<file path="src/hw/rtl/vns_pkg.sv">
// Shared types and constants for the nearest seed search block.
`default_nettype none

package vns_pkg;

  localparam int unsigned SLOT_W = 8;
  localparam int unsigned XY_W = 12;
  localparam int unsigned DIST_W = 25;
  localparam int unsigned CNT_W = 9;
  localparam int unsigned CFG_IDX_W = 1;
  localparam int unsigned CFG_DATA_W = 9;

  localparam int unsigned FIFO_DEPTH = 2;
  localparam int unsigned FIFO_PTR_W = $clog2(FIFO_DEPTH);
  localparam int unsigned FIFO_CNT_W = $clog2(FIFO_DEPTH + 1);

  localparam logic ACT_LOAD = 1'b0;
  localparam logic ACT_QUERY = 1'b1;

  localparam logic [CFG_IDX_W-1:0] CFG_METRIC_MODE = 1'd0;
  localparam logic [CFG_IDX_W-1:0] CFG_SEED_COUNT = 1'd1;

  typedef enum logic {
    METRIC_EUCLID    = 1'b0,
    METRIC_MANHATTAN = 1'b1
  } metric_e;

  typedef enum logic [1:0] {
    BK_IDLE,
    BK_SCAN,
    BK_RESULT
  } back_state_e;

  typedef struct packed {
    metric_e          metric;
    logic [CNT_W-1:0] seed_count;
  } cfg_t;

  // One decoded command: a load carries seed coordinates, a query the pixel.
  typedef struct packed {
    logic              is_query;
    logic [SLOT_W-1:0] slot;
    logic [XY_W-1:0]   x;
    logic [XY_W-1:0]   y;
  } cmd_t;

endpackage

`default_nettype wire

</file>
<file path="src/hw/rtl/vns_in_if.sv">
// Input channel: seed loads and pixel queries.
`default_nettype none

interface vns_in_if;
  logic                       valid;
  logic                       ready;
  logic                       action;
  logic [vns_pkg::SLOT_W-1:0] seed_slot;
  logic [vns_pkg::XY_W-1:0]   seed_x;
  logic [vns_pkg::XY_W-1:0]   seed_y;
  logic [vns_pkg::XY_W-1:0]   pixel_x;
  logic [vns_pkg::XY_W-1:0]   pixel_y;

  modport source (
    output valid, action, seed_slot, seed_x, seed_y, pixel_x, pixel_y,
    input  ready
  );
  modport sink (
    input  valid, action, seed_slot, seed_x, seed_y, pixel_x, pixel_y,
    output ready
  );
endinterface

`default_nettype wire

</file>
<file path="src/hw/rtl/vns_front.sv">
// Front end: accepts input transfers, decodes them and queues commands.
`default_nettype none

module vns_front #(
  parameter int unsigned MAX_SEEDS = 256
) (
  input  wire logic          clk_i,
  input  wire logic          rst_ni,
  vns_in_if.sink             in_i,
  output      logic          cmd_valid_o,
  input  wire logic          cmd_ready_i,
  output      vns_pkg::cmd_t cmd_o
);

  localparam logic [16:0] MaxSeedsExt = 17'(MAX_SEEDS);

  vns_pkg::cmd_t                        fifo_q [vns_pkg::FIFO_DEPTH];
  logic [vns_pkg::FIFO_PTR_W-1:0]       wr_ptr_q, wr_ptr_d;
  logic [vns_pkg::FIFO_PTR_W-1:0]       rd_ptr_q, rd_ptr_d;
  logic [vns_pkg::FIFO_CNT_W-1:0]       cnt_q, cnt_d;
  logic                                 in_xfer, keep, push, pop;
  vns_pkg::cmd_t                        cmd_new;

  assign in_i.ready = (cnt_q != vns_pkg::FIFO_CNT_W'(vns_pkg::FIFO_DEPTH));
  assign in_xfer    = in_i.valid & in_i.ready;

  // A load aimed past the end of the table is accepted and dropped here.
  assign keep = (in_i.action == vns_pkg::ACT_QUERY) ||
                (17'(in_i.seed_slot) < MaxSeedsExt);

  always_comb begin
    cmd_new.is_query = (in_i.action == vns_pkg::ACT_QUERY);
    cmd_new.slot     = in_i.seed_slot;
    if (in_i.action == vns_pkg::ACT_QUERY) begin
      cmd_new.x = in_i.pixel_x;
      cmd_new.y = in_i.pixel_y;
    end else begin
      cmd_new.x = in_i.seed_x;
      cmd_new.y = in_i.seed_y;
    end
  end

  assign push        = in_xfer & keep;
  assign cmd_valid_o = (cnt_q != '0);
  assign pop         = cmd_valid_o & cmd_ready_i;
  assign cmd_o       = fifo_q[rd_ptr_q];

  always_comb begin
    wr_ptr_d = wr_ptr_q;
    rd_ptr_d = rd_ptr_q;
    cnt_d    = cnt_q;
    if (push) begin
      wr_ptr_d = wr_ptr_q + 1'b1;
    end
    if (pop) begin
      rd_ptr_d = rd_ptr_q + 1'b1;
    end
    if (push && !pop) begin
      cnt_d = cnt_q + 1'b1;
    end else if (pop && !push) begin
      cnt_d = cnt_q - 1'b1;
    end
  end

  always_ff @(posedge clk_i or negedge rst_ni) begin
    if (!rst_ni) begin
      wr_ptr_q <= '0;
      rd_ptr_q <= '0;
      cnt_q    <= '0;
    end else begin
      wr_ptr_q <= wr_ptr_d;
      rd_ptr_q <= rd_ptr_d;
      cnt_q    <= cnt_d;
    end
  end

  always_ff @(posedge clk_i) begin
    if (push) begin
      fifo_q[wr_ptr_q] <= cmd_new;
    end
  end

endmodule

`default_nettype wire

</file>
<file path="src/flat_wrapper.sv">
// flat-port wrapper written by rule: the top's interface ports become plain ports
module vns_front_flat 
#(
  parameter int unsigned MAX_SEEDS = 256
)
  (clk_i, rst_ni, cmd_valid_o, cmd_ready_i, cmd_o, in_i_valid, in_i_action, in_i_seed_slot, in_i_seed_x, in_i_seed_y, in_i_pixel_x, in_i_pixel_y, in_i_ready);
  vns_in_if in_i_i ();
  input  wire logic clk_i;
  input  wire logic rst_ni;
  output      logic cmd_valid_o;
  input  wire logic cmd_ready_i;
  output      vns_pkg::cmd_t cmd_o;
  input wire logic [$bits(in_i_i.valid)-1:0] in_i_valid;
  input wire logic [$bits(in_i_i.action)-1:0] in_i_action;
  input wire logic [$bits(in_i_i.seed_slot)-1:0] in_i_seed_slot;
  input wire logic [$bits(in_i_i.seed_x)-1:0] in_i_seed_x;
  input wire logic [$bits(in_i_i.seed_y)-1:0] in_i_seed_y;
  input wire logic [$bits(in_i_i.pixel_x)-1:0] in_i_pixel_x;
  input wire logic [$bits(in_i_i.pixel_y)-1:0] in_i_pixel_y;
  output wire logic [$bits(in_i_i.ready)-1:0] in_i_ready;
  assign in_i_i.valid = in_i_valid;
  assign in_i_i.action = in_i_action;
  assign in_i_i.seed_slot = in_i_seed_slot;
  assign in_i_i.seed_x = in_i_seed_x;
  assign in_i_i.seed_y = in_i_seed_y;
  assign in_i_i.pixel_x = in_i_pixel_x;
  assign in_i_i.pixel_y = in_i_pixel_y;
  assign in_i_ready = in_i_i.ready;
  vns_front #(.MAX_SEEDS(MAX_SEEDS)) u_core (.clk_i(clk_i), .rst_ni(rst_ni), .in_i(in_i_i), .cmd_valid_o(cmd_valid_o), .cmd_ready_i(cmd_ready_i), .cmd_o(cmd_o));
endmodule
</file>
<file path="config.mk">
export PLATFORM = sky130hd
export DESIGN_NAME = vns_front_flat
export DESIGN_NICKNAME = d
export VERILOG_FILES = /design/src/hw/rtl/vns_pkg.sv /design/src/hw/rtl/vns_in_if.sv /design/src/hw/rtl/vns_front.sv /design/src/flat_wrapper.sv
export SDC_FILE = /design/constraint.sdc
export NUM_CORES = 1
export LEC_CHECK = 0
export ABC_AREA = 1
export BUFFER_PORTS_ARGS = -buffer_cell sky130_fd_sc_hd__buf_2
export CAP_MARGIN = 20
export CELL_PAD_IN_SITES_DETAIL_PLACEMENT = 1
export CELL_PAD_IN_SITES_GLOBAL_PLACEMENT = 2
export CORE_MARGIN = 4
export CORE_UTILIZATION = 30
export DETAILED_ROUTE_END_ITERATION = 8
export HOLD_SLACK_MARGIN = 0.06
export PLACE_DENSITY_LB_ADDON = 0.05
export SLEW_MARGIN = 25
export SYNTH_ARGS = -nofsm -noshare
export SYNTH_HDL_FRONTEND = slang
export SYNTH_SLANG_ARGS = --single-unit
</file>
<file path="constraint.sdc">
create_clock -name clk_i -period 4.4 [get_ports clk_i]
set_input_delay 0.88 -clock clk_i [delete_from_list [all_inputs] [get_ports clk_i]]
set_output_delay 0.88 -clock clk_i [all_outputs]
set_load 0.005 [all_outputs]
</file>
==> flow_summary_export.csv, run 1 <==
group,metric,value,unit
synth,synth_top_area_share,65.8,%
power,power_density,583,mW/mm^2
final_layout,final_nets,389,
routing,first_iter_violations,45,
die,core_area,0.00977,mm^2
global_route,grt_pass1_wl,10.2,mm
die,io_pins,96,
cts,cts_sinks,70,
die,die-width,108,um
die,start_util,30.8,%
power,power.net_switching,716,uW
timing,layout_min_cycle_time,2.72,ns
cts,cts_resized,0,
synth,synth_edf_count,66,
timing,hold_violations,0,
cts,cts_made_buffers,9,
cts,clk_path_buf_depth,2,
worst_setup_path,path_delay_family,"buffers and inverters",
synth,syn_inst,228,
synth,synth.distinct_cells,17,
timing,rsz0062_at_grt,"false",
routing,final_antenna_net_count,0,
timing,tns,0,ns
placement,dp_hpwl,4.27,mm
cts,cts_setup_buffers,0,
routing,vias,1937,
power,swShare,31.9,%
worst_setup_path,crit_chain,"buf_4 -> inv_2 -> nand2_1 -> nand2_1 -> buf_2",
cts,cts_tree,"yes",
timing,tightestPinTransition,0.775,ns
final_layout,fin_area,0.00384,mm^2
synth,netlist_top_cells_count,"nand2_1 (109), edfxtp_1 (66), mux2_4 (20)",
die,die-area,0.0117,mm^2
worst_setup_path,crit_path_max_fanout,35,
worst_setup_path,reg2reg_slack,2.62,ns
worst_setup_path,cp-end-kind,"primary output",
timing,max_freq,368,MHz
routing,drc,0,
placement,portBuffers,95,
routing,routed_wl,6.42,mm
synth,synth_top_cell_by_area,"edfxtp_1",
global_route,antenna_found_initial,0,
timing,max-slew-margin-rel,48.3,%
worst_setup_path,crit_type,"reg -> out",
cts,cts_root_buf,"clkbuf_8",
synth,avgSynthCellArea,13.2,um^2
synth,yosysSeqAreaShare,69.2,%
run_status,status,"finished clean",
synth,ys_warn_count,0,
worst_setup_path,worst_path_max_delay_cell,"inv_2",
cts,clk_pin_slew,0.07,ns
power,pwr-share-seq,42.9,%
placement,placed_cell_area,0.00358,mm^2
timing,finalSetupViolCount,0,
worst_hold_path,min_path_type,"in -> async",
placement,gp_congestion,0.697,
synth,synth_fp_nets,290,
placement,place_inst,447,
synth,synth_flop_cell,"edfxtp_1",
routing,drt-vias-per-instance,4.17,
routing,first_pass_iters,4,
final_layout,n_antenna_cell,0,
run,cap_violations,0,
worst_setup_path,path_buf_inv,3,
final_layout,nFillCells,1118,
final_layout,final_cells,465,
final_layout,area_growth,27.6,%
worst_setup_path,crit_path_start_kind,"flop",
synth,yosysMostFrequentCell,"nand2_1",
worst_setup_path,slowest_delay,0.52,ns
power,finalPower,2240,uW
power,p_leak,0.00173,uW
worst_setup_path,crit_required,3.52,ns
global_route,grt_pass1_vias,2130,
routing,wl_per_cell,13.8,um
global_route,grt_max_degree,36,
synth,synth-seq-cells,70,
die,dieHeight,108,um
timing,fin_skew,0.00502,ns
cts,htreeDepth,3,
power,power_frac_comb,32.9,%
power,intPower,1530,uW
final_layout,drive_gt1_share,41.6,%
global_route,grt_use_total,11.6,%
power,ir_drop,294,uV
die,num_rows,36,
cts,clkLatencyLatePin,0.33,ns
worst_setup_path,cp.arrival,1.84,ns
worst_setup_path,crit_top_cell,"nand2_1",
power,clockPowerShare,24.2,%
timing,drv_slew,0,
synth,synth.area.top_cells,"edfxtp_1 (66%), nand2_1 (14%), mux2_4 (10%)",
synth,ys_async_sr_fraction,5.71,%
cts,cts_hold_buf,0,
global_route,overflow,0,
timing,timing.final.crit_share,61.7,%
synth,synth_area,0.00301,mm^2
-- power by group through the flow --
stage | clock (uW) | sequential (uW) | combinational, uW
2_1_floorplan | 0 | 969 | 421
3_3_place_gp | 0 | 973 | 726
3_5_place_dp | 0 | 980 | 732
4_1_cts | 558 | 966 | 734
5_1_grt | 587 | 976 | 854
6_report | 542 | 961 | 738
-- state kept, by name (all words and copies together), names as in the netlist --
| name | cells |
|---|---|
| u_core.fifo_q | 66 |
| u_core.cnt_q | 2 |
| u_core.rd_ptr_q | 1 |
| u_core.wr_ptr_q | 1 |
-- per-stage QoR --
stage / hold WS [ns] / utilization (%) / worst slack [ns]
6_report: 0.340 / 39.3 / 1.68
5_1_grt: 0.331 / 39.3 / 1.45
4_1_cts: 0.320 / 38.7 / 1.59
3_5_place_dp: 0.489 / 36.6 / 1.98
3_3_place_gp: 0.487 / 36.6 / 1.99
2_1_floorplan: 0.462 / - / 1.59
-- final cells by class --
cell class | instances | area (um^2) | area share, %
clock buffer | 11 | 131 | 3.42
sequential | 70 | 2080 | 54.2
timing repair buffer | 98 | 538 | 14.0
inverter | 7 | 26.3 | 0.684
multi-input combinational | 141 | 823 | 21.4
tap | 133 | 166 | 4.33
clock inverter | 5 | 73.8 | 1.92
-- cells by family (layout without fill, tap and decap cells) --
| family | after synthesis | in the layout | synth area share [%] |
|---|---|---|---|
| AND/OR/NAND/NOR | 114 | 114 | 14.4 |
| XOR/XNOR | 2 | 2 | 0.582 |
| adder cells (fa/ha/maj) | 1 | 1 | 0.416 |
| multiplexers | 24 | 24 | 11.5 |
| flip-flops | 70 | 70 | 69.2 |
| buffers and inverters | 17 | 121 | 3.99 |
-- layer usage --
metal,part of all wire [%],track usage (%)
met5,0,0
met4,1.7,5.14
met3,5.8,2.57
met2,50,20.3
met1,42,13.7
-- cell usage in the layout (no fill, tap or decap), types with 4 or more instances in the layout --
master,n
mux2_2,4
clkbuf_8,9
inv_1,6
buf_2,95
dfrtp_1,4
edfxtp_1,66
mux2_4,20
nand2_1,109
-- final timing paths --
path / start / endpoint / cells past startpoint
setup reg to reg: u_core.cnt_q[0]$_DFFE_PN0P_ / u_core.fifo_q[1][18]$_DFFE_PP_ / 5
max in group asynchronous: rst_ni / u_core.wr_ptr_q$_DFFE_PN0P_ / 1
min in group clk_i: u_core.cnt_q[1]$_DFFE_PN0P_ / u_core.cnt_q[1]$_DFFE_PN0P_ / 2
hold / removal: rst_ni / u_core.cnt_q[1]$_DFFE_PN0P_ / 1
hold reg to reg: u_core.cnt_q[1]$_DFFE_PN0P_ / u_core.cnt_q[1]$_DFFE_PN0P_ / 2
setup / recovery: u_core.rd_ptr_q$_DFFE_PN0P_ / cmd_o[7] / 5
Power figures use the tool's default switching activity.
==> inputs of run 2 (changes only) <==
==> constraint.sdc (replaced) <==
create_clock -name clk_i -period 2.8 [get_ports clk_i]
set_input_delay 0.56 -clock clk_i [delete_from_list [all_inputs] [get_ports clk_i]]
set_output_delay 0.56 -clock clk_i [all_outputs]
set_load 0.005 [all_outputs]
==> run 2 against run 1 <==
  * Utilization increased by 0.58 points
  * Clock skew is 0.0031 ns higher
  * Global-route usage is 0.34 points higher
  * Non-clock buffer count rose by 5
  * Hold slack improved by 0.080 ns
  * Final cell count grew 1.1%
  * First-iteration DRC count rose by 36%
  * Largest power group unchanged
==> flow_summary_export.csv, run 2 (synthesized netlist as in run 1, its figures left out) <==
group,metric,value,unit
run_status,status,"finished clean",
routing,first_iter_violations,61,
global_route,antenna_found_initial,0,
die,die-area,0.0117,mm^2
die,start_util,30.8,%
power,power_density,945,mW/mm^2
final_layout,regMostFlops,"u_core.fifo_q",
worst_setup_path,crit_path_max_fanout,34,
routing,drt-vias-per-instance,4.23,
cts,clk_pin_slew,0.07,ns
cts,cts_setup_buffers,0,
cts,cts_sinks,70,
cts,cts_tree,"yes",
timing,max_freq,470,MHz
worst_setup_path,crit_required,2.24,ns
cts,cts_resized,0,
final_layout,final_nets,394,
final_layout,nFillCells,1102,
timing,tns,0,ns
routing,first_pass_iters,4,
cts,cts_root_buf,"clkbuf_8",
final_layout,n_antenna_cell,0,
final_layout,final_cells,470,
final_layout,layout_commonest_cell,"nand2_1",
global_route,grt_max_degree,35,
die,die-width,108,um
cts,cts_hold_buf,1,
power,finalPower,3680,uW
routing,vias,1988,
placement,dp_hpwl,4.69,mm
routing,routed_wl,6.65,mm
global_route,grt_pass1_vias,2109,
placement,gp_congestion,0.672,
worst_setup_path,crit_type,"reg -> out",
cts,clkLatencyLatePin,0.33,ns
die,num_rows,36,
timing,timing.final.crit_share,76.0,%
global_route,grt_pass1_wl,10.5,mm
run,cap_violations,0,
timing,layout_min_cycle_time,2.13,ns
routing,drc,0,
worst_setup_path,path_delay_family,"buffers and inverters",
timing,fin_skew,0.00817,ns
placement,portBuffers,95,
die,core_area,0.00977,mm^2
timing,tightestPinTransition,0.635,ns
worst_setup_path,cp-end-kind,"primary output",
worst_setup_path,slowest_delay,0.48,ns
worst_setup_path,worst_path_max_delay_cell,"inv_2",
cts,cts_made_buffers,9,
final_layout,area_growth,29.5,%
timing,drv_slew,0,
worst_setup_path,path_buf_inv,2,
final_layout,drive_gt1_share,42.7,%
power,p_leak,0.00177,uW
cts,clk_path_buf_depth,2,
final_layout,reg_top3,"u_core.fifo_q: 66 flops, u_core.cnt_q: 2 flops",
timing,hold_violations,0,
final_layout,largest_reg_flops,66,
worst_setup_path,crit_chain,"inv_2 -> nand2_1 -> nand2_1 -> buf_2",
routing,final_antenna_net_count,0,
power,ir_drop,392,uV
worst_hold_path,min_path_type,"in -> reg",
final_layout,final_cell_mix,"nand2_1 (109), buf_2 (95), edfxtp_1 (66)",
timing,finalSetupViolCount,0,
global_route,grt_use_total,12.0,%
timing,max-slew-margin-rel,57.6,%
timing,rsz0062_at_grt,"false",
global_route,overflow,0,
worst_setup_path,crit_path_start_kind,"flop",
routing,wl_per_cell,14.1,um
worst_setup_path,cp.arrival,1.57,ns
placement,place_inst,453,
cts,htreeDepth,3,
die,io_pins,96,
worst_setup_path,crit_top_cell,"nand2_1",
die,dieHeight,108,um
[run 2: metrics by stage]
| stage | area [um^2] | util [%] | hold slack [ns] | setup WS, ns |
|---|---|---|---|---|
| 6_report | 3900 | 39.9 | 0.419 | 0.673 |
| 5_1_grt | 3900 | 39.9 | 0.398 | 0.489 |
| 4_1_cts | 3900 | 39.9 | 0.393 | 0.598 |
| 3_5_place_dp | 3630 | 37.1 | 0.376 | 0.816 |
| 3_3_place_gp | 3630 | 37.1 | 0.377 | 0.847 |
| 2_1_floorplan | 3010 | - | 0.264 | 0.312 |
[run 2: per-layer routing]
metal / wire length (um) / track usage, %
met1: 2810 / 14.0
met5: 0 / 0
met4: 62 / 4.87
met3: 366 / 3.04
met2: 3410 / 20.9
[run 2: area by class of cell]
type | instances | area [um^2] | share of cell area [%]
sequential | 70 | 2080 | 53.4
multi-input combinational | 141 | 823 | 21.1
timing repair buffer | 103 | 538 | 13.8
tap | 133 | 166 | 4.27
clock inverter | 6 | 134 | 3.43
clock buffer | 10 | 128 | 3.27
inverter | 7 | 26.3 | 0.674
[run 2: where the power goes]
part,leakage (uW),internal (uW),switching (uW)
combinational,0.000974,431,693
clock,0.000130,682,364
sequential,0.000662,1440,69.5
[run 2: worst paths after layout]
check	slack [ns]	cells past startpoint	endpoint	from
max in group asynchronous	2.12	2	u_core.rd_ptr_q$_DFFE_PN0P_	rst_ni
min in group asynchronous	0.56	2	u_core.cnt_q[1]$_DFFE_PN0P_	rst_ni
worst min register to register	0.50	1	u_core.cnt_q[0]$_DFFE_PN0P_	u_core.cnt_q[0]$_DFFE_PN0P_
worst min-delay path	0.42	1	u_core.fifo_q[0][24]$_DFFE_PP_	in_i_seed_slot[0]
worst max register to register	0.96	5	u_core.fifo_q[0][1]$_DFFE_PP_	u_core.cnt_q[0]$_DFFE_PN0P_
worst max-delay path	0.67	4	cmd_o[9]	u_core.rd_ptr_q$_DFFE_PN0P_
